===== config.mk =====
export PLATFORM = sky130hd
export DESIGN_NAME = tpd_mac
export DESIGN_NICKNAME = d
export VERILOG_FILES = /design/src/tpd_pkg.sv /design/src/tpd_mac.sv
export SDC_FILE = /design/constraint.sdc
export NUM_CORES = 2
export LEC_CHECK = 0
export ABC_CLOCK_PERIOD_IN_PS = 6380
export BUFFER_PORTS_ARGS = -buffer_cell sky130_fd_sc_hd__buf_2
export CAP_MARGIN = 40
export CORE_UTILIZATION = 55
export CTS_CLUSTER_SIZE = 14
export DETAILED_ROUTE_END_ITERATION = 8
export PLACE_DENSITY = 0.72
export REMOVE_ABC_BUFFERS = 1
export SETUP_SLACK_MARGIN = 0.05
export SLEW_MARGIN = 30
export SYNTH_ARGS = -nofsm -noshare
export SYNTH_HDL_FRONTEND = slang
export SYNTH_SLANG_ARGS = --single-unit

===== constraint.sdc =====
create_clock -name clk_i -period 6.38 [get_ports clk_i]
set_clock_uncertainty 0.15 [all_clocks]
set_input_delay 1.276 -clock clk_i [delete_from_list [all_inputs] [get_ports clk_i]]
set_output_delay 1.276 -clock clk_i [all_outputs]
set_load 0.01 [all_outputs]

===== src/tpd_pkg.sv =====
// Package for the tone presence detector: shared types, codes and constants.
// Used by tpd_mac, tpd_seq and tone_presence_detector; depends on nothing.
package tpd_pkg;

  localparam int AccW = 66;
  localparam int PcW  = 5;

  localparam logic REQ_SAMPLE = 1'b0;
  localparam logic REQ_TAP    = 1'b1;

  localparam logic [2:0] CFG_RES_COEF_A  = 3'd0;
  localparam logic [2:0] CFG_RES_COEF_B  = 3'd1;
  localparam logic [2:0] CFG_RES_COEF_C  = 3'd2;
  localparam logic [2:0] CFG_RATIO_GAIN  = 3'd3;
  localparam logic [2:0] CFG_POWER_FLOOR = 3'd4;

  typedef enum logic [1:0] {
    VERD_LOW     = 2'd0,
    VERD_ABSENT  = 2'd1,
    VERD_PRESENT = 2'd2
  } verdict_e;

  typedef enum logic [1:0] {
    MAC_LOAD,
    MAC_ADD,
    MAC_SUB
  } mac_mode_e;

  typedef enum logic [4:0] {
    SRC_ONE, SRC_K13, SRC_K14, SRC_K15, SRC_POLE, SRC_POLEC,
    SRC_X, SRC_XX, SRC_NEW, SRC_OLD, SRC_W, SRC_Y, SRC_P,
    SRC_TOT, SRC_TOTC, SRC_RES, SRC_CA, SRC_CB, SRC_CC, SRC_GAIN,
    SRC_TAP, SRC_DLY
  } src_e;

  typedef enum logic [2:0] {
    DST_X, DST_XX, DST_W, DST_Y, DST_P, DST_TOT, DST_RES, DST_VERD
  } dst_e;

  typedef enum logic [1:0] {
    ST_IDLE,
    ST_FIR,
    ST_MICRO,
    ST_WAIT
  } seq_state_e;

  typedef struct packed {
    src_e      src_a;
    src_e      src_b;
    mac_mode_e mode;
    logic      last;
    dst_e      dest;
  } uop_t;

  typedef struct packed {
    logic               valid;
    mac_mode_e          mode;
    logic signed [31:0] a;
    logic signed [31:0] b;
  } mac_op_t;

  typedef struct packed {
    logic      stall;
    logic      rd_en;
    logic      op_v;
    mac_mode_e mode;
    src_e      src_a;
    src_e      src_b;
    logic      cap;
    dst_e      dest;
  } ctrl_t;

  function automatic uop_t uop_rom(input logic [PcW-1:0] pc);
    uop_t u;
    case (pc)
      5'd0:    u = '{SRC_X,    SRC_X,     MAC_LOAD, 1'b1, DST_XX};
      5'd1:    u = '{SRC_K13,  SRC_ONE,   MAC_LOAD, 1'b0, DST_W};
      5'd2:    u = '{SRC_CB,   SRC_NEW,   MAC_ADD,  1'b0, DST_W};
      5'd3:    u = '{SRC_CC,   SRC_OLD,   MAC_ADD,  1'b0, DST_W};
      5'd4:    u = '{SRC_X,    SRC_K14,   MAC_ADD,  1'b1, DST_W};
      5'd5:    u = '{SRC_K13,  SRC_ONE,   MAC_LOAD, 1'b0, DST_Y};
      5'd6:    u = '{SRC_CA,   SRC_NEW,   MAC_ADD,  1'b0, DST_Y};
      5'd7:    u = '{SRC_W,    SRC_K14,   MAC_ADD,  1'b0, DST_Y};
      5'd8:    u = '{SRC_OLD,  SRC_K14,   MAC_ADD,  1'b1, DST_Y};
      5'd9:    u = '{SRC_X,    SRC_X,     MAC_LOAD, 1'b0, DST_P};
      5'd10:   u = '{SRC_Y,    SRC_Y,     MAC_SUB,  1'b1, DST_P};
      5'd11:   u = '{SRC_K14,  SRC_ONE,   MAC_LOAD, 1'b0, DST_TOT};
      5'd12:   u = '{SRC_TOT,  SRC_POLE,  MAC_ADD,  1'b0, DST_TOT};
      5'd13:   u = '{SRC_XX,   SRC_POLEC, MAC_ADD,  1'b1, DST_TOT};
      5'd14:   u = '{SRC_K14,  SRC_ONE,   MAC_LOAD, 1'b0, DST_RES};
      5'd15:   u = '{SRC_RES,  SRC_POLE,  MAC_ADD,  1'b0, DST_RES};
      5'd16:   u = '{SRC_P,    SRC_POLEC, MAC_ADD,  1'b1, DST_RES};
      5'd17:   u = '{SRC_TOTC, SRC_GAIN,  MAC_LOAD, 1'b0, DST_VERD};
      5'd18:   u = '{SRC_RES,  SRC_K15,   MAC_SUB,  1'b1, DST_VERD};
      default: u = '{SRC_ONE,  SRC_ONE,   MAC_LOAD, 1'b1, DST_VERD};
    endcase
    return u;
  endfunction

  function automatic logic signed [31:0] sat32(input logic signed [AccW-1:0] v);
    logic signed [31:0] r;
    if (&v[AccW-1:31] || ~|v[AccW-1:31]) begin
      r = v[31:0];
    end else if (v[AccW-1]) begin
      r = 32'sh8000_0000;
    end else begin
      r = 32'sh7FFF_FFFF;
    end
    return r;
  endfunction

  function automatic logic signed [15:0] sat16(input logic signed [AccW-1:0] v);
    logic signed [15:0] r;
    if (&v[AccW-1:15] || ~|v[AccW-1:15]) begin
      r = v[15:0];
    end else if (v[AccW-1]) begin
      r = 16'sh8000;
    end else begin
      r = 16'sh7FFF;
    end
    return r;
  endfunction

endpackage


===== src/tpd_mac.sv =====
// Shared multiply-accumulate unit: registered 32x32 signed product, then accumulate.
// Depends on tpd_pkg.
module tpd_mac (
  input  logic                             clk_i,
  input  logic                             rst_ni,
  input  tpd_pkg::mac_op_t                 op_i,
  output logic signed [tpd_pkg::AccW-1:0]  acc_o,
  output logic                             busy_o
);

  logic signed [31:0]               a_s, b_s;
  logic signed [63:0]               prod_d, prod_q;
  tpd_pkg::mac_mode_e               mode_q;
  logic                             v_q;
  logic signed [tpd_pkg::AccW-1:0]  prod_ext, acc_d, acc_q;

  assign a_s    = op_i.a;
  assign b_s    = op_i.b;
  assign prod_d = 64'(a_s) * 64'(b_s);

  always_ff @(posedge clk_i or negedge rst_ni) begin
    if (!rst_ni) begin
      v_q <= 1'b0;
    end else begin
      v_q <= op_i.valid;
    end
  end

  always_ff @(posedge clk_i) begin
    if (op_i.valid) begin
      prod_q <= prod_d;
      mode_q <= op_i.mode;
    end
  end

  assign prod_ext = tpd_pkg::AccW'(prod_q);

  always_comb begin
    case (mode_q)
      tpd_pkg::MAC_LOAD: acc_d = prod_ext;
      tpd_pkg::MAC_ADD:  acc_d = acc_q + prod_ext;
      tpd_pkg::MAC_SUB:  acc_d = acc_q - prod_ext;
      default:           acc_d = acc_q;
    endcase
  end

  always_ff @(posedge clk_i) begin
    if (v_q) begin
      acc_q <= acc_d;
    end
  end

  assign acc_o  = acc_q;
  assign busy_o = v_q;

endmodule


# Word-level counts from Yosys, hierarchy flattened
# Cells that the tools add are included.
# totals
elab_cells	13
inputBits	69
ff_bits	133
# op_classes
multipliers	1
n_mux	1
reduce_logical	3
n_addsub	2
n_eq_ne	2
# ops
operator	n
one-hot mux 66 bit (3 select lines)	1
adder 66 x 64 -> 66 bit	1
subtractor 66 x 64 -> 66 bit	1
multiplier 32 x 32 -> 64 bit	1
nonzero test 3 bit	1
== test 2 x 1 -> 1 bit (second input constant)	1
== test 2 bit (second input constant)	1
logical NOT 2 bit	1
AND reduction 2 bit	1

# Depth between registers and ports, before layout
# logic_depth
word_depth	3
ltp_mapped	29

# Worst setup path after synthesis
# OpenSTA, ideal clock, no wires.
# synth_path
path_kind	input port to flip-flop
from	in op_i[2] (netlist name)
to	reg prod_q[62] (data pin)
path_stages	26
setup_slack_ns	-2.301
setup_time_ns	0.263
t_required_ns	5.967
t_arrival_ns	8.268
cell_sequence	clkbuf_1 nand2_1 inv_1 fa_1 fa_1 fa_1 fa_1 inv_1 fa_1 inv_1 fa_1 inv_1 fa_1 inv_1 fa_1 ha_1 clkbuf_1 a21oi_1 o21bai_1 a21o_1 a21o_1 a21o_1 a21oi_1 nor2b_1 a311oi_1 xnor2_1
# synth_via
elab_chain_len	1
# synth_rtl
item	line	text
start: declaration	tpd_mac.sv:6	input tpd_pkg::mac_op_t op_i,
multiplier 32 x 32 -> 64 bit	tpd_mac.sv:19	assign prod_d = 64'(a_s) * 64'(b_s);
via prod_d[62]	tpd_mac.sv:12	logic signed [63:0] prod_d, prod_q;
end signal: assignment	tpd_mac.sv:31	prod_q <= prod_d;
end: declaration	tpd_mac.sv:12	
# The timed path passes the listed nets, and every way through them passes these cells.
# A chain may end at the register's enable or synchronous reset.

# Final worst setup path
# layout_path
from	in op_i[7] (netlist name)
to	reg prod_q[62] (data pin)
# The elaborated chain is that of the path after synthesis.

==> results.yml <==
routing:
  vias: 36200
  drc: 0
  drt_iter0_drc: 2787
  ant_nets: 0
  post_drt_wl_per_cell_um: 20.1
  drt-pass1-iter-count: 6
  viasPerCell: 5.60
  wirelength_um: 130000
finish:
  area.growth.synth_to_final_pct: 19.3
  fin_util_pct: 66.7
  drive_gt1_share_pct: 19.9
  fillers: 6269
  layout_common_cells: "fa_1 (1001), inv_1 (954), nand2_1 (609)"
  antennaDiodeCount: 0
  layout.cells.non_filler: 6469
  nets: 6790
  mostFrequentLayoutCell: "fa_1"
logic_synthesis:
  ys_warn_count: 0
  synth_edf_count: 132
  dominantRegCellSynth: "edfxtp_1"
  avgSynthCellArea_um2: 9.36
  async_flop_share_pct: 0.752
  seq_area_frac_synth_pct: 8.65
  ys_types: 93
  synthCells: 4927
  syn-cell-area_um2: 46100
  ys_ff_latch: 133
sta:
  period_share_pct: 128
  tightest_slew_ns: 0.788
  rsz0062_at_grt: "true"
  fin_hold_ws_ns: 0.432
  worst_slack_ns: -1.79
  maxSlewViolCount: 0
  setup_viol: 53
  timing.final.crit_period_ns: 8.17
  slew_headroom_pct: 47.5
  hold_viol: 0
  fin_setup_tns_ns: -65.93
  fmax_mhz: 122
cts:
  cts_tree: "yes"
  htreeDepth: 4
  clock_latency_ns: 0.46
  cts_buffer_depth: 2
  path_clk_slew_ns: 0.07
  numCtsBuffers: 17
  root_buffer: "clkbuf_16"
  cts.sinks: 133
setup_path:
  crit_path_start_kind: "primary input"
  reg2regPathDepth: 18
  r2r_start: "prod_q[14]$_DFFE_PP_"
  slowest_stage: "fa_1"
  crit_buf_inv: 5
  r2r_slack_ns: 0.48
  cp.arrival_ns: 8.22
  max_stage_delay_ns: 0.57
  crit_fanout: 8
  cp_top_family: "adder cells"
  cp-end-kind: "flop"
  crit_top_cell: "fa_1"
  startpoint: "op_i[7]"
  path_depth: 25
  required_ns: 6.43
  path_class: "primary input to flop"
placed_design:
  post-place-cells: 6357
  place_hpwl_um: 106000
  portBuffers: 135
  gp_congestion: 0.958
grt:
  grt_pass1_wl_um: 207000
  grt_antenna_before_repair: 2
  grt_max_degree: 91
  grt-ovfl-total: 0
  first_global_vias: 38700
  grt_util_all_layers_pct: 31.0
run_status:
  violations: "setup timing"
  outcome: "complete, but fails checks"
die:
  dieArea_um2: 85000
  rows: 105
  fp.dieW_um: 292
  initial_core_util_pct: 55.9
  pin_count: 136
  fp.dieH_um: 292
  core_area_um2: 82500
min_path:
  holdCritPathClass: "primary input to asynchronous set/reset pin"
flow_run:
  drv_cap: 0
path summary, 6_finish.rpt:
| path | endpoint |
|---|---|
| setup / recovery | prod_q[62]$_DFFE_PP_ |
| hold / removal | busy_o$_DFF_PN0_ |
| setup reg to reg | acc_o[63]$_DFFE_PP_ |
| hold reg to reg | acc_o[33]$_DFFE_PP_ |
| max in group asynchronous | busy_o$_DFF_PN0_ |
| min in group clk_i | acc_o[33]$_DFFE_PP_ |
cells in the mapped netlist (all sizes together), types with 36 or more instances:
cell    instances  area (µm²)
xor2           50         445
and2          523        3270
a21oi         160         801
inv           997        3740
xnor2         142        1240
nor2b          36         225
edfxtp        132        3960
ha            252        3150
nor2          107         412
nand2         637        2390
a21o           70         527
fa           1083       21700
clkbuf        239         898
o21ai         135         679
layout make-up:
class	instances	area, µm²	area share (%)
Clock inverter	15	161	0.293
Inverter	998	3750	6.81
Timing Repair Buffer	696	6410	11.7
Clock buffer	17	425	0.773
Tap cell	1070	1340	2.43
Sequential cell	133	3990	7.25
Multi-Input combinational cell	3540	39000	70.8
per-stage QoR:
step | cell area [µm²] | setup slack (ns)
6_report | 55000 | -1.79
5_1_grt | 55000 | -1.95
4_1_cts | 53700 | -1.72
3_5_place_dp | 51200 | -2.75
3_3_place_gp | 51200 | -2.69
2_1_floorplan | 45100 | -2.06
kinds of logic (layout without fill, tap and decap cells):
logic type,count (synthesis),after routing,synth area share (%)
and+or+nand+nor,1471,1471,16.0
xor gates and xnor gates,192,192,3.66
adders and majority gates,1335,1335,53.9
AOI/OAI and AO/OA,534,534,7.35
muxes,8,8,0.185
DFF,133,133,8.65
buffers and inverters,1254,1726,10.3
registers in the layout, summed over array words and instances (netlist names):
register	cells
mode_q	2
prod_q	64
busy_o	1
acc_o	66
per-layer routing:
metal / vias to the layer above / global-route usage, % / routed length, µm
li1: 15800 / - / -
met4: 2 / 7.52 / 3600
met2: 1626 / 49.5 / 59700
met1: 18500 / 44.1 / 54400
met5: - / 0 / 13
met3: 255 / 5.75 / 12200
what timing repair did:
action | 4_1_cts | 5_1_grt
endpoints found under the setup margin | 54 | 56
pin swaps | 177 | 190
buffers inserted | 46 | 37
cloned | 6 | 2
hold buffers | 0 | 0
gates resized for setup | 361 | 249
Power is left out: the tool's default activity adds up to more than one toggle a clock period on the data nets, which glitch-free logic cannot reach.
