### src/tpd_pkg.sv
// Package for the tone presence detector: shared types, codes and constants.
// Used by tpd_mac, tpd_seq and tone_presence_detector; depends on nothing.
package tpd_pkg;

  localparam int AccW = 66;
  localparam int PcW  = 5;

  localparam logic REQ_SAMPLE = 1'b0;
  localparam logic REQ_TAP    = 1'b1;

  localparam logic [2:0] CFG_RES_COEF_A  = 3'd0;
  localparam logic [2:0] CFG_RES_COEF_B  = 3'd1;
  localparam logic [2:0] CFG_RES_COEF_C  = 3'd2;
  localparam logic [2:0] CFG_RATIO_GAIN  = 3'd3;
  localparam logic [2:0] CFG_POWER_FLOOR = 3'd4;

  typedef enum logic [1:0] {
    VERD_LOW     = 2'd0,
    VERD_ABSENT  = 2'd1,
    VERD_PRESENT = 2'd2
  } verdict_e;

  typedef enum logic [1:0] {
    MAC_LOAD,
    MAC_ADD,
    MAC_SUB
  } mac_mode_e;

  typedef enum logic [4:0] {
    SRC_ONE, SRC_K13, SRC_K14, SRC_K15, SRC_POLE, SRC_POLEC,
    SRC_X, SRC_XX, SRC_NEW, SRC_OLD, SRC_W, SRC_Y, SRC_P,
    SRC_TOT, SRC_TOTC, SRC_RES, SRC_CA, SRC_CB, SRC_CC, SRC_GAIN,
    SRC_TAP, SRC_DLY
  } src_e;

  typedef enum logic [2:0] {
    DST_X, DST_XX, DST_W, DST_Y, DST_P, DST_TOT, DST_RES, DST_VERD
  } dst_e;

  typedef enum logic [1:0] {
    ST_IDLE,
    ST_FIR,
    ST_MICRO,
    ST_WAIT
  } seq_state_e;

  typedef struct packed {
    src_e      src_a;
    src_e      src_b;
    mac_mode_e mode;
    logic      last;
    dst_e      dest;
  } uop_t;

  typedef struct packed {
    logic               valid;
    mac_mode_e          mode;
    logic signed [31:0] a;
    logic signed [31:0] b;
  } mac_op_t;

  typedef struct packed {
    logic      stall;
    logic      rd_en;
    logic      op_v;
    mac_mode_e mode;
    src_e      src_a;
    src_e      src_b;
    logic      cap;
    dst_e      dest;
  } ctrl_t;

  function automatic uop_t uop_rom(input logic [PcW-1:0] pc);
    uop_t u;
    case (pc)
      5'd0:    u = '{SRC_X,    SRC_X,     MAC_LOAD, 1'b1, DST_XX};
      5'd1:    u = '{SRC_K13,  SRC_ONE,   MAC_LOAD, 1'b0, DST_W};
      5'd2:    u = '{SRC_CB,   SRC_NEW,   MAC_ADD,  1'b0, DST_W};
      5'd3:    u = '{SRC_CC,   SRC_OLD,   MAC_ADD,  1'b0, DST_W};
      5'd4:    u = '{SRC_X,    SRC_K14,   MAC_ADD,  1'b1, DST_W};
      5'd5:    u = '{SRC_K13,  SRC_ONE,   MAC_LOAD, 1'b0, DST_Y};
      5'd6:    u = '{SRC_CA,   SRC_NEW,   MAC_ADD,  1'b0, DST_Y};
      5'd7:    u = '{SRC_W,    SRC_K14,   MAC_ADD,  1'b0, DST_Y};
      5'd8:    u = '{SRC_OLD,  SRC_K14,   MAC_ADD,  1'b1, DST_Y};
      5'd9:    u = '{SRC_X,    SRC_X,     MAC_LOAD, 1'b0, DST_P};
      5'd10:   u = '{SRC_Y,    SRC_Y,     MAC_SUB,  1'b1, DST_P};
      5'd11:   u = '{SRC_K14,  SRC_ONE,   MAC_LOAD, 1'b0, DST_TOT};
      5'd12:   u = '{SRC_TOT,  SRC_POLE,  MAC_ADD,  1'b0, DST_TOT};
      5'd13:   u = '{SRC_XX,   SRC_POLEC, MAC_ADD,  1'b1, DST_TOT};
      5'd14:   u = '{SRC_K14,  SRC_ONE,   MAC_LOAD, 1'b0, DST_RES};
      5'd15:   u = '{SRC_RES,  SRC_POLE,  MAC_ADD,  1'b0, DST_RES};
      5'd16:   u = '{SRC_P,    SRC_POLEC, MAC_ADD,  1'b1, DST_RES};
      5'd17:   u = '{SRC_TOTC, SRC_GAIN,  MAC_LOAD, 1'b0, DST_VERD};
      5'd18:   u = '{SRC_RES,  SRC_K15,   MAC_SUB,  1'b1, DST_VERD};
      default: u = '{SRC_ONE,  SRC_ONE,   MAC_LOAD, 1'b1, DST_VERD};
    endcase
    return u;
  endfunction

  function automatic logic signed [31:0] sat32(input logic signed [AccW-1:0] v);
    logic signed [31:0] r;
    if (&v[AccW-1:31] || ~|v[AccW-1:31]) begin
      r = v[31:0];
    end else if (v[AccW-1]) begin
      r = 32'sh8000_0000;
    end else begin
      r = 32'sh7FFF_FFFF;
    end
    return r;
  endfunction

  function automatic logic signed [15:0] sat16(input logic signed [AccW-1:0] v);
    logic signed [15:0] r;
    if (&v[AccW-1:15] || ~|v[AccW-1:15]) begin
      r = v[15:0];
    end else if (v[AccW-1]) begin
      r = 16'sh8000;
    end else begin
      r = 16'sh7FFF;
    end
    return r;
  endfunction

endpackage

### src/tpd_seq.sv
// Sequencer: walks the FIR taps, then the micro-op program through the shared MAC.
// Depends on tpd_pkg.
module tpd_seq (
  input  logic            clk_i,
  input  logic            rst_ni,
  input  logic            start_i,
  input  logic            rd_v_i,
  input  logic            rd_last_i,
  input  logic            mac_busy_i,
  input  logic            out_free_i,
  input  logic            eob_i,
  output tpd_pkg::ctrl_t  ctrl_o
);

  tpd_pkg::seq_state_e         state_q, state_d;
  logic [tpd_pkg::PcW-1:0]     pc_q, pc_d;
  tpd_pkg::dst_e               dest_q, dest_d;
  tpd_pkg::uop_t               uop;
  logic                        done;

  assign uop  = tpd_pkg::uop_rom(pc_q);
  assign done = !rd_v_i && !mac_busy_i && ((dest_q != tpd_pkg::DST_VERD) || out_free_i);

  always_ff @(posedge clk_i or negedge rst_ni) begin
    if (!rst_ni) begin
      state_q <= tpd_pkg::ST_IDLE;
      pc_q    <= '0;
      dest_q  <= tpd_pkg::DST_X;
    end else begin
      state_q <= state_d;
      pc_q    <= pc_d;
      dest_q  <= dest_d;
    end
  end

  always_comb begin
    state_d = state_q;
    pc_d    = pc_q;
    dest_d  = dest_q;
    case (state_q)
      tpd_pkg::ST_IDLE: begin
        if (start_i) begin
          state_d = tpd_pkg::ST_FIR;
        end
      end
      tpd_pkg::ST_FIR: begin
        if (rd_last_i) begin
          state_d = tpd_pkg::ST_WAIT;
          dest_d  = tpd_pkg::DST_X;
          pc_d    = '0;
        end
      end
      tpd_pkg::ST_MICRO: begin
        pc_d = pc_q + 1'b1;
        if (uop.last) begin
          state_d = tpd_pkg::ST_WAIT;
          dest_d  = uop.dest;
        end
      end
      tpd_pkg::ST_WAIT: begin
        if (done) begin
          if ((dest_q == tpd_pkg::DST_VERD) || ((dest_q == tpd_pkg::DST_RES) && !eob_i)) begin
            state_d = tpd_pkg::ST_IDLE;
          end else begin
            state_d = tpd_pkg::ST_MICRO;
          end
        end
      end
      default: state_d = tpd_pkg::ST_IDLE;
    endcase
  end

  always_comb begin
    ctrl_o       = '0;
    ctrl_o.stall = (state_q != tpd_pkg::ST_IDLE);
    ctrl_o.rd_en = (state_q == tpd_pkg::ST_FIR);
    ctrl_o.cap   = (state_q == tpd_pkg::ST_WAIT) && done;
    ctrl_o.dest  = dest_q;
    ctrl_o.mode  = tpd_pkg::MAC_LOAD;
    ctrl_o.src_a = tpd_pkg::SRC_ONE;
    ctrl_o.src_b = tpd_pkg::SRC_ONE;
    if (rd_v_i) begin
      ctrl_o.op_v  = 1'b1;
      ctrl_o.mode  = tpd_pkg::MAC_ADD;
      ctrl_o.src_a = tpd_pkg::SRC_TAP;
      ctrl_o.src_b = tpd_pkg::SRC_DLY;
    end else if (state_q == tpd_pkg::ST_FIR) begin
      ctrl_o.op_v  = 1'b1;
      ctrl_o.src_a = tpd_pkg::SRC_K14;
    end else if (state_q == tpd_pkg::ST_MICRO) begin
      ctrl_o.op_v  = 1'b1;
      ctrl_o.mode  = uop.mode;
      ctrl_o.src_a = uop.src_a;
      ctrl_o.src_b = uop.src_b;
    end
  end

endmodule

### config.mk
export PLATFORM = sky130hd
export DESIGN_NAME = tpd_seq
export DESIGN_NICKNAME = d
export VERILOG_FILES = /design/src/tpd_pkg.sv /design/src/tpd_seq.sv
export SDC_FILE = /design/constraint.sdc
export NUM_CORES = 1
export LEC_CHECK = 0
export BUFFER_PORTS_ARGS = -buffer_cell sky130_fd_sc_hd__buf_2
export CAP_MARGIN = 30
export CELL_PAD_IN_SITES_DETAIL_PLACEMENT = 1
export CELL_PAD_IN_SITES_GLOBAL_PLACEMENT = 1
export CORE_UTILIZATION = 42
export DETAILED_ROUTE_END_ITERATION = 10
export GPL_TIMING_DRIVEN = 0
export PLACE_DENSITY_LB_ADDON = 0.1
export SETUP_SLACK_MARGIN = 0.02
export SYNTH_ARGS = -nofsm -noshare
export SYNTH_HDL_FRONTEND = slang
export SYNTH_SLANG_ARGS = --single-unit
### constraint.sdc
create_clock -name clk_i -period 3.9 [get_ports clk_i]
set_input_delay 0.975 -clock clk_i [delete_from_list [all_inputs] [get_ports clk_i]]
set_output_delay 0.975 -clock clk_i [all_outputs]
set_load 0.01 [all_outputs]
Yosys cells after proc, flatten, opt, wreduce, memory -nomap -nowiden
Memories as Yosys holds them, arrays and structs flattened. Cells that the tools add are included.

Add/subtract/negate cells: 1. Muxes and demuxes: 17. Equal/unequal tests: 10. Div/mod/pow operators: 0. Reduce and logical (&&, ||, !) cells: 15. $mul: 0. Shift operators: 0. Order comparisons: 0. Bitwise logic cells: 0.

Operators with widths (count): 2-to-1 mux 13 bit (2); 2-to-1 mux 5 bit (3); 2-to-1 mux 2 bit (6); case mux 5 bit (2 select lines) (1); inequality test 2 bit (second input constant) (4); case mux 2 bit (4 select lines) (1); == test 3 bit (second input constant) (2); 2-to-1 mux 3 bit (2); case mux 3 bit (2 select lines) (1); adder 5 x 1 -> 5 bit (second input constant) (1); == test 2 bit (second input constant) (2); logical AND 1 bit (4); AND reduction 4 bit (1); nonzero test 2 bit (2); logical NOT 1 bit (3); inequality test 3 bit (second input constant) (1); AND reduction 3 bit (1); == test 2 x 1 -> 1 bit (second input constant) (1); logical NOT 2 bit (1); logical OR 1 bit (2); AND reduction 2 bit (1); 2-to-1 mux 1 bit (1).

Flip-flop bits (word level): 10. Memory bits (writable): 0. Logic and storage cells: 47. Memories kept: 1. Bits in read-only memories: 512. Latch bits: 0. Output and inout port bits: 19.

Memory list: (name not given) (depth 32, bits a word 16, read ports 1, clocked after memory_dff 0, wr ports 0, line tpd_pkg.sv:75) `case (pc)`.

Longest topological paths before layout
Gate-level depths: netlist of run 1.

Depth after elaboration: 6. Depth in mapped cells: 6.

Least setup slack after synthesis of run 1
No wires, ideal clock.

Path type: register to output. Start: register pc_q[1] in the netlist's numbering. End: output port ctrl_o[9] in the netlist's numbering. Cell stages (with the launch flop): 6. Path slack: 1.169 ns. Buffers on the path: 0. Arrival: 1.756 ns. Path through: dfrtp_1 > inv_1 > ha_1 > nand2b_1 > a311o_1 > a2111oi_2.

RTL lines: start, declared (line tpd_seq.sv:16) `logic [tpd_pkg::PcW-1:0] pc_q, pc_d;`; start signal, assigned (line tpd_seq.sv:31) `pc_q <= pc_d;`; end, declared (line tpd_seq.sv:12) `output tpd_pkg::ctrl_t ctrl_o`.

==> results.py, run 1 <==
metrics = {
    "run_status": {
        "status": "finished clean",
    },
    "clock_network": {
        "htreeDepth": 1,
        "clk_latency_ns": 0.27,
        "numClockSinks": 10,
        "cts_buffers": 3,
        "cts-root-buf": "clkbuf_4",
        "clk_path_buf_depth": 2,
        "cts_tree": "yes",
        "clk_pin_slew_ns": 0.07,
        "post_cts_buffers": 0,
        "cts.hold.buffers_added": 0,
        "cts_resized": 0,
    },
    "placement": {
        "dpl-instance-area_sq_mm": 0.00137,
        "gp_congestion": 0.874,
        "dp_slack_ns": 0.768,
        "place_hpwl_um": 2850,
        "port_buffers": 26,
    },
    "cells_and_area": {
        "syn2layout_area_growth_pct": 17.1,
        "fillers": 362,
        "final_cell_area_sq_mm": 0.00140,
        "antenna_cells": 0,
        "nets": 201,
        "drive_above_1_share_pct": 24.2,
    },
    "synthesis": {
        "synthArstFlopShare_pct": 100,
        "syn_inst": 148,
        "synth_compound_area_share_pct": 26.4,
        "synth_ff_type": "dfrtp_1",
        "synth_common_cells": "15 x nand2_1, 14 x ha_1, 13 x inv_1",
        "synth_mux_area_share_pct": 7.10,
        "synth-xor-area-share_pct": 0.731,
        "synthTopCellsByArea": "dfrtp_1 21%, ha_1 15%, nand2_1 4.7%",
        "synth-seq-cells": 10,
        "syn-mean-instance-area_sq_um": 8.10,
        "synth_edf_count": 0,
        "synth_simple_gate_area_share_pct": 22.8,
        "yosysTopAreaCell": "dfrtp_1",
        "yosysWarnings": 0,
        "yosysSeqAreaShare_pct": 20.9,
        "synth_nets": 170,
        "synth.distinct_cells": 44,
        "syn_area_sq_mm": 0.00120,
        "yosysMostFrequentCell": "nand2_1",
        "synth.top_cell.area_share_pct": 20.9,
        "synth_top_family_by_area": "compound AO/OA/AOI/OAI gates",
        "synthAdderAreaFrac_pct": 14.6,
    },
    "setup_path": {
        "path_cells": "inv_1, ha_1, nand2b_1, a311o_1, a2111oi_2, buf_2",
        "crit_type": "register to primary output",
        "slowest_stage": "dfrtp_1",
        "max_stage_delay_ns": 0.55,
        "crit_arrival_ns": 2.44,
        "start_kind": "register",
        "path_max_fanout": 11,
        "required_ns": 2.92,
        "crit_path_end_kind": "primary output",
    },
    "timing": {
        "worst_slack_ns": 0.484,
        "tns_ns": 0,
        "min_period_over_period_pct": 87.6,
        "hold_viol": 0,
        "rsz0062_at_grt": "no",
        "slew_headroom_pct": 70.2,
        "finClkSkew_ns": 0.00757,
        "period_needed_ns": 3.42,
        "finalMaxSlewViolations": 0,
        "finalSetupViolations": 0,
        "tightest_slew_ns": 0.442,
        "fmax_ghz": 0.293,
        "holdWs_ns": 0.544,
    },
    "drt": {
        "route.detailed.drc": 0,
        "drt_first_pass_iters": 4,
        "drt-total-wl_um": 3690,
        "avgViaCountPerCell": 6.15,
        "post_drt_wl_per_cell_um": 17.6,
        "met1Wirelength_um": 1680,
        "drtIter0Drc": 38,
        "ant_nets": 0,
        "wl_met3_um": 129,
        "vias": 1285,
        "dr_wl_met2_um": 1850,
        "top_layer_used": "met4",
    },
    "run": {
        "maxCapViolCount": 0,
    },
    "floorplanning": {
        "core_area_sq_mm": 0.00273,
        "floorplan.initialDensity_pct": 43.8,
        "die_area_sq_mm": 0.00307,
        "dieHeight_um": 55.4,
        "fp.dieW_um": 55.4,
        "core.rowCount": 19,
        "top_level_ports": 27,
    },
    "power_and_ir_drop": {
        "leakage_nw": 0.678,
        "combPwrFrac_pct": 67.8,
        "seqPwrFrac_pct": 20.5,
        "power.switching_mw": 0.418,
        "irDropWorstVdd_uv": 402,
        "p_sw_share_pct": 50.8,
        "powerDensity_mw_per_mm2": 586,
        "p_int_mw": 0.405,
        "clkPwrFrac_pct": 11.7,
    },
    "worst_hold_path": {
        "hp-class": "register to register",
    },
    "grt": {
        "grt_max_degree": 12,
        "grt_pass1_wl_um": 6260,
        "grt_antenna_before_repair": 0,
        "grt_pass1_vias": 1343,
        "grt_overflow": 0,
        "grt_use_total_pct": 25.4,
    },
}
final timing paths:
check                               start          to  slack, ns  cells past startpoint
worst max-delay path              pc_q[1]   ctrl_o[9]       0.48                      6
worst min-delay path            dest_q[0]   dest_q[0]       0.54                      1
worst max register to register    pc_q[1]   dest_q[2]       1.66                      6
worst min register to register  dest_q[0]   dest_q[0]       0.54                      1
max in group asynchronous          rst_ni   dest_q[0]       3.14                      1
min in group asynchronous          rst_ni  state_q[0]       0.56                      1
power groups by stage:
stage | clock network [mW] | registers, mW | logic (mW)
after floorplan | 0 | 0.163 | 0.388
after global placement | 0 | 0.168 | 0.525
after detailed placement | 0 | 0.171 | 0.550
after CTS | 0.0971 | 0.169 | 0.555
after global routing | 0.102 | 0.175 | 0.619
final | 0.0965 | 0.168 | 0.558
registers in the layout (all words and copies together) (netlist names):
name	cells
dest_q	3
state_q	2
pc_q	5
metrics by stage:
step | total power, mW | cells | util [%]
global route | 0.896 | 209 | 51.4
global placement | 0.693 | 205 | 50.0
CTS | 0.821 | 209 | 51.4
floorplan | 0.551 | 148 | -
detailed placement | 0.721 | 205 | 50.0
finish | 0.823 | 209 | 51.4
final cells by class:
cell class,count,area [sq um],area share [%]
multi-input combinational,116,858,61.1
sequential,10,250,17.8
timing repair buffer,26,130,9.27
inverter,14,52.6,3.74
tap,31,38.8,2.76
buffer,8,37.5,2.67
clock buffer,4,36.3,2.58
cells by family after synthesis:
| kind of cell | count (synthesis) |
|---|---|
| xor gates and xnor gates | 1 |
| DFF | 10 |
| adders and majority gates | 14 |
| AOI/OAI and AO/OA | 44 |
| and+or+nand+nor | 50 |
| muxes | 7 |
| buffers and inverters | 22 |
worst max-delay path: cells and delay by family, from the launching register on:
kind	cells	cell delay, ns
buf+inv	2	0.37
flops	1	0.55
fa+ha+maj	1	0.46
simple gates	1	0.11
compound gates	2	0.67
placed cells by master, fill, tap and decap left out, types with 2 or more instances in the layout:
master	netlist	routed
buf_2	6	32
nand2_1	15	15
ha_1	14	14
inv_1	13	13
o21ai_0	10	10
dfrtp_1	10	10
nor2b_1	6	6
a21oi_1	6	6
nand2b_1	5	5
nor4_1	4	4
nor2_1	4	4
o21bai_1	4	4
mux2i_1	4	4
a31oi_1	3	3
nor3_1	3	3
and3_1	3	3
clkbuf_4	0	3
clkbuf_1	2	2
o211ai_1	2	2
a41o_1	2	2
a211oi_1	2	2
nand3_1	2	2
a32oi_1	2	2
o31ai_1	2	2
mux2_1	2	2
nand4_1	2	2
a22o_1	2	2
per-layer routing:
metal / up-vias / track usage (%)
met5: - / 0
met4: 0 / 6.43
met3: 4 / 4.92
met2: 34 / 42.0
met1: 643 / 33.9
li1: 604 / -
(Power assumes the default switching activity.)
==> inputs of run 2 (changes only) <==
Settings changed: GPL_TIMING_DRIVEN 0 to default, TNS_END_PERCENT from default to 5.
==> run 2 against run 1 <==
Compared with the run above: via count decreased by 4.7%; largest cell class unchanged; critical path depth did not move; register-to-register slack lost 0.04 ns.
==> results.py, run 2 (same netlist as run 1, synthesis figures left out) <==
metrics = {
    "timing": {
        "slew_headroom_pct": 49.6,
        "finClkSkew_ns": 0.00393,
        "period_needed_ns": 3.29,
        "min_period_over_period_pct": 84.4,
        "hold_viol": 0,
        "tns_ns": 0,
        "rsz0062_at_grt": "no",
        "worst_slack_ns": 0.608,
        "finalSetupViolations": 0,
        "fmax_ghz": 0.304,
        "finalMaxSlewViolations": 0,
        "tightest_slew_ns": 0.756,
    },
    "power_and_ir_drop": {
        "p_sw_share_pct": 51.2,
        "leakage_nw": 0.640,
        "combPwrFrac_pct": 69.3,
        "clkPwrFrac_pct": 9.2,
        "powerDensity_mw_per_mm2": 576,
        "power.switching_mw": 0.401,
        "seqPwrFrac_pct": 21.5,
        "irDropWorstVdd_uv": 388,
        "p_int_mw": 0.382,
    },
    "cells_and_area": {
        "final_common_cell": "buf_2",
        "drive_above_1_share_pct": 21.8,
        "top_register": "pc_q",
        "nets": 194,
        "final_cell_mix": "26 x buf_2, 15 x nand2_1, 14 x ha_1",
        "syn2layout_area_growth_pct": 13.5,
        "top_regs": "pc_q (5), dest_q (3), state_q (2)",
        "antenna_cells": 0,
        "largest_reg_flops": 5,
    },
    "floorplanning": {
        "core_area_sq_mm": 0.00273,
        "core.rowCount": 19,
        "top_level_ports": 27,
        "floorplan.initialDensity_pct": 43.8,
        "die_area_sq_mm": 0.00307,
        "dieHeight_um": 55.4,
        "fp.dieW_um": 55.4,
    },
    "clock_network": {
        "post_cts_buffers": 0,
        "cts-root-buf": "clkbuf_4",
        "cts_buffers": 3,
        "htreeDepth": 1,
        "cts_resized": 0,
        "numClockSinks": 10,
        "clk_path_buf_depth": 2,
        "clk_latency_ns": 0.27,
        "cts_tree": "yes",
        "clk_pin_slew_ns": 0.07,
        "cts.hold.buffers_added": 0,
    },
    "grt": {
        "grt_pass1_vias": 1244,
        "grt_overflow": 0,
        "grt_use_total_pct": 25.8,
        "grt_max_degree": 24,
        "grt_pass1_wl_um": 6270,
        "grt_antenna_before_repair": 0,
    },
    "setup_path": {
        "cp_top_family": "compound AO/OA/AOI/OAI gates",
        "start_kind": "register",
        "crit_buf_inv": 2,
        "crit_type": "register to primary output",
        "crit_path_end_kind": "primary output",
        "rrSetupSlack_ns": 1.62,
        "crit_arrival_ns": 2.32,
        "required_ns": 2.92,
        "max_stage_delay_ns": 0.54,
        "path_max_fanout": 11,
        "slowest_stage": "dfrtp_1",
        "path_cells": "inv_1, ha_1, nand2b_1, a311o_1, a2111oi_2, buf_2",
    },
    "drt": {
        "ant_nets": 0,
        "post_drt_wl_per_cell_um": 17.8,
        "drt-total-wl_um": 3580,
        "route.detailed.drc": 0,
        "avgViaCountPerCell": 6.09,
        "vias": 1224,
        "drtIter0Drc": 47,
        "drt_first_pass_iters": 4,
    },
    "worst_hold_path": {
        "hp-class": "register to register",
    },
    "placement": {
        "dp_slack_ns": 0.923,
        "port_buffers": 26,
        "place_hpwl_um": 2680,
        "gp_congestion": 0.888,
    },
    "run": {
        "maxCapViolCount": 0,
    },
    "run_status": {
        "status": "finished clean",
    },
}
## run 2: cell types whose count changed in the layout (fill, tap and decap cells not counted), sizes merged
cell,before,now
clkbuf,6,3
buf,32,27
## run 2: final cells by class
cell class | instances | area, sq um
Timing Repair Buffer | 27 | 138
Multi-Input combinational cell | 116 | 858
Tap cell | 31 | 38.8
Fill cell | 365 | 1370
Sequential cell | 10 | 250
Clock buffer | 3 | 22.5
Inverter | 14 | 52.6
## run 2: power by group through the flow
stage | logic [mW] | registers, mW | clock network, mW
2_1_floorplan | 0.388 | 0.163 | 0
3_3_place_gp | 0.522 | 0.165 | 0
3_5_place_dp | 0.539 | 0.170 | 0
4_1_cts | 0.544 | 0.168 | 0.0736
5_1_grt | 0.615 | 0.175 | 0.0791
6_report | 0.542 | 0.169 | 0.0720
## run 2: worst paths after layout
path                       cells after the start    endpoint  startpoint
setup / recovery                               6   ctrl_o[9]     pc_q[1]
hold / removal                                 1   dest_q[0]   dest_q[0]
setup reg to reg                               6   dest_q[2]  state_q[0]
hold reg to reg                                1   dest_q[0]   dest_q[0]
max in group asynchronous                      1     pc_q[0]      rst_ni
min in group asynchronous                      1  state_q[1]      rst_ni
## run 2: stage by stage
step | util, % | instances | total power, mW | instance area, sq um | hold WS (ns)
floorplan | - | 148 | 0.551 | 1200 | 0.559
global placement | 48.9 | 198 | 0.686 | 1340 | 0.516
detailed placement | 48.9 | 198 | 0.709 | 1340 | 0.538
CTS | 49.7 | 201 | 0.786 | 1360 | 0.553
global route | 49.7 | 201 | 0.869 | 1360 | 0.565
finish | 49.7 | 201 | 0.783 | 1360 | 0.550
## run 2: routing by layer
metal	vias up	wire length (um)	global-route usage, %
met3	5	113	4.45
met1	598	1710	35.8
met4	0	34	6.07
met5	-	0	0
met2	30	1720	41.8
li1	591	-	-
## run 2: worst register-to-register path: stages, from the launching register on
cell	delay [ns]
dfrtp_1	0.40
inv_1	0.13
ha_1	0.51
or4b_1	0.49
o211a_2	0.17
o211ai_2	0.11
mux2_1	0.36
==> inputs of run 3 (changes only) <==
Settings changed: ABC_AREA from default to 1, CORE_UTILIZATION 42 to 33.
Clock period 3.9 ns to 2.75 ns, I/O delays scaled along.
==> run 3 against run 2 <==
Compared with the run above: count of clock-buffer cells in the layout is 1 higher; largest power group unchanged; wire length fell by 1.0%; worst setup slack got worse by 0.39 ns; sequential power up 49%; die area is 24% higher; register-to-register slack got worse by 0.57 ns; non-clock buffer count increased by 1; final cell count is 29% higher; sequential share of layout area down 0.23 points; first-iteration DRC count is 64% lower; combinational power rose by 64%.
==> results.py, run 3 <==
metrics = {
    "grt": {
        "grt_overflow": 0,
        "grt_use_total_pct": 20.6,
        "grt_antenna_before_repair": 0,
        "grt_pass1_vias": 1261,
        "grt_max_degree": 14,
        "grt_pass1_wl_um": 5780,
    },
    "placement": {
        "gp_congestion": 0.937,
        "dpl-instance-area_sq_mm": 0.00135,
        "place_hpwl_um": 3000,
        "dp_cells": 256,
        "port_buffers": 26,
    },
    "synthesis": {
        "synthArstFlopShare_pct": 100,
        "synth_ff_type": "dfrtp_1",
        "yosysMostFrequentCell": "nand2_1",
        "synth_nets": 209,
        "synth.distinct_cells": 22,
        "synthTopCellsByArea": "dfrtp_1 21%, nand2_1 16%, ha_1 15%",
        "syn-mean-instance-area_sq_um": 6.28,
        "synth.top_cell.area_share_pct": 21.3,
        "syn_inst": 187,
        "synth_common_cells": "50 x nand2_1, 22 x inv_1, 21 x nor2_1",
        "syn_area_sq_mm": 0.00117,
        "yosysSeqAreaShare_pct": 21.3,
        "synth_edf_count": 0,
        "synth-seq-cells": 10,
        "yosysTopAreaCell": "dfrtp_1",
        "yosysWarnings": 0,
    },
    "clock_network": {
        "cts_buffers": 3,
        "post_cts_buffers": 0,
        "numClockSinks": 10,
        "clk_path_buf_depth": 2,
        "clk_pin_slew_ns": 0.07,
        "cts_resized": 1,
        "cts.hold.buffers_added": 0,
        "clk_latency_ns": 0.26,
        "cts-root-buf": "clkbuf_4",
        "htreeDepth": 1,
        "cts_tree": "yes",
    },
    "power_and_ir_drop": {
        "powerDensity_mw_per_mm2": 915,
        "power.switching_mw": 0.695,
        "clkPwrFrac_pct": 10.3,
        "combPwrFrac_pct": 70.0,
        "seqPwrFrac_pct": 19.7,
        "p_int_mw": 0.577,
        "irDropWorstVdd_uv": 353,
        "leakage_nw": 0.752,
        "totalPowerFinal_mw": 1.27,
        "p_sw_share_pct": 54.6,
    },
    "setup_path": {
        "crit_arrival_ns": 1.85,
        "r2r_start": "pc_q[0]",
        "crit_type": "register to primary output",
        "required_ns": 2.06,
        "critPathLaunch": "pc_q[0]",
        "path_max_fanout": 7,
        "crit_path_end_kind": "primary output",
        "start_kind": "register",
        "reg2reg_depth": 9,
    },
    "timing": {
        "finalMaxSlewViolations": 0,
        "rsz0062_at_grt": "no",
        "finalSetupViolations": 0,
        "tightest_slew_ns": 0.432,
        "finClkSkew_ns": 0.00413,
        "tns_ns": 0,
        "min_period_over_period_pct": 92.1,
        "hold_viol": 0,
        "slew_headroom_pct": 71.2,
        "fmax_ghz": 0.395,
        "period_needed_ns": 2.53,
    },
    "drt": {
        "avgViaCountPerCell": 4.88,
        "drt-total-wl_um": 3550,
        "ant_nets": 0,
        "drtIter0Drc": 17,
        "drt_first_pass_iters": 4,
        "post_drt_wl_per_cell_um": 13.6,
        "vias": 1268,
        "route.detailed.drc": 0,
    },
    "floorplanning": {
        "fp.dieW_um": 61.6,
        "top_level_ports": 27,
        "dieHeight_um": 61.6,
        "core.rowCount": 21,
        "floorplan.initialDensity_pct": 34.9,
        "core_area_sq_mm": 0.00336,
        "die_area_sq_mm": 0.00380,
    },
    "cells_and_area": {
        "top_regs": "pc_q (5), dest_q (3), state_q (2)",
        "fin_cells": 260,
        "nets": 237,
        "final_cell_mix": "50 x nand2_1, 26 x buf_2, 22 x inv_1",
        "antenna_cells": 0,
        "final_cell_area_sq_mm": 0.00139,
        "top_register": "pc_q",
        "syn2layout_area_growth_pct": 18.5,
        "final_common_cell": "nand2_1",
        "drive_above_1_share_pct": 21.0,
        "largest_reg_flops": 5,
        "final_core_util_pct": 41.4,
    },
    "run_status": {
        "status": "finished clean",
    },
    "run": {
        "maxCapViolCount": 0,
    },
    "worst_hold_path": {
        "hp-class": "input pin to asynchronous set/reset pin",
    },
}
-- run 3: power groups by stage --
stage / Sequential, mW / Combinational, mW / Clock, mW
floorplan: 0.242 / 0.630 / 0
global placement: 0.245 / 0.871 / 0
detailed placement: 0.252 / 0.891 / 0
CTS: 0.251 / 0.897 / 0.137
global route: 0.262 / 1.02 / 0.142
finish: 0.251 / 0.891 / 0.131
-- run 3: final cells by class --
cell class / instances / area, sq um
inverter: 24 / 90.1
timing repair buffer: 28 / 145
fill: 489 / 1970
tap: 46 / 57.6
sequential: 10 / 253
multi-input combinational: 148 / 810
clock buffer: 4 / 36.3
-- run 3: logic make-up (layout without fill, tap and decap cells) --
family,Yosys count,count (layout),synth area share [%]
AND/OR/NAND/NOR,103,103,38.3
AO/OA/AOI/OAI,31,31,15.5
buffers and inverters,29,56,10.0
adder cells (fa/ha/maj),14,14,14.9
flip-flops,10,10,21.3
-- run 3: worst paths after layout --
check / to / slack [ns]
worst max-delay path: ctrl_o[10] / 0.22
worst min-delay path: dest_q[0] / 0.27
worst max register to register: state_q[0] / 1.05
worst min register to register: dest_q[1] / 0.53
max in group asynchronous: pc_q[0] / 2.27
min in group clk_i: dest_q[1] / 0.53
-- run 3: stage by stage --
| step | hold WS [ns] | setup slack (ns) |
|---|---|---|
| 2_1_floorplan | 0.392 | 0.612 |
| 3_3_place_gp | 0.507 | 0.408 |
| 3_5_place_dp | 0.517 | 0.306 |
| 4_1_cts | 0.266 | 0.0363 |
| 5_1_grt | 0.274 | 0.0457 |
| 6_report | 0.267 | 0.217 |
-- run 3: per-layer routing --
layer  GRT usage, %  vias up  routed length, um
li1               -      662                  -
met1           29.2      584               1810
met2           34.1       18               1640
met5              0        -                  0
met3          0.630        4                 41
met4           6.03        0                 51
-- run 3: worst max-delay path: stages (launching register included) --
cell,delay (ns)
dfrtp_2,0.45
inv_1,0.19
ha_1,0.30
inv_1,0.10
a21oi_1,0.07
o21ai_0,0.09
nand3_1,0.10
a21oi_1,0.13
buf_2,0.14
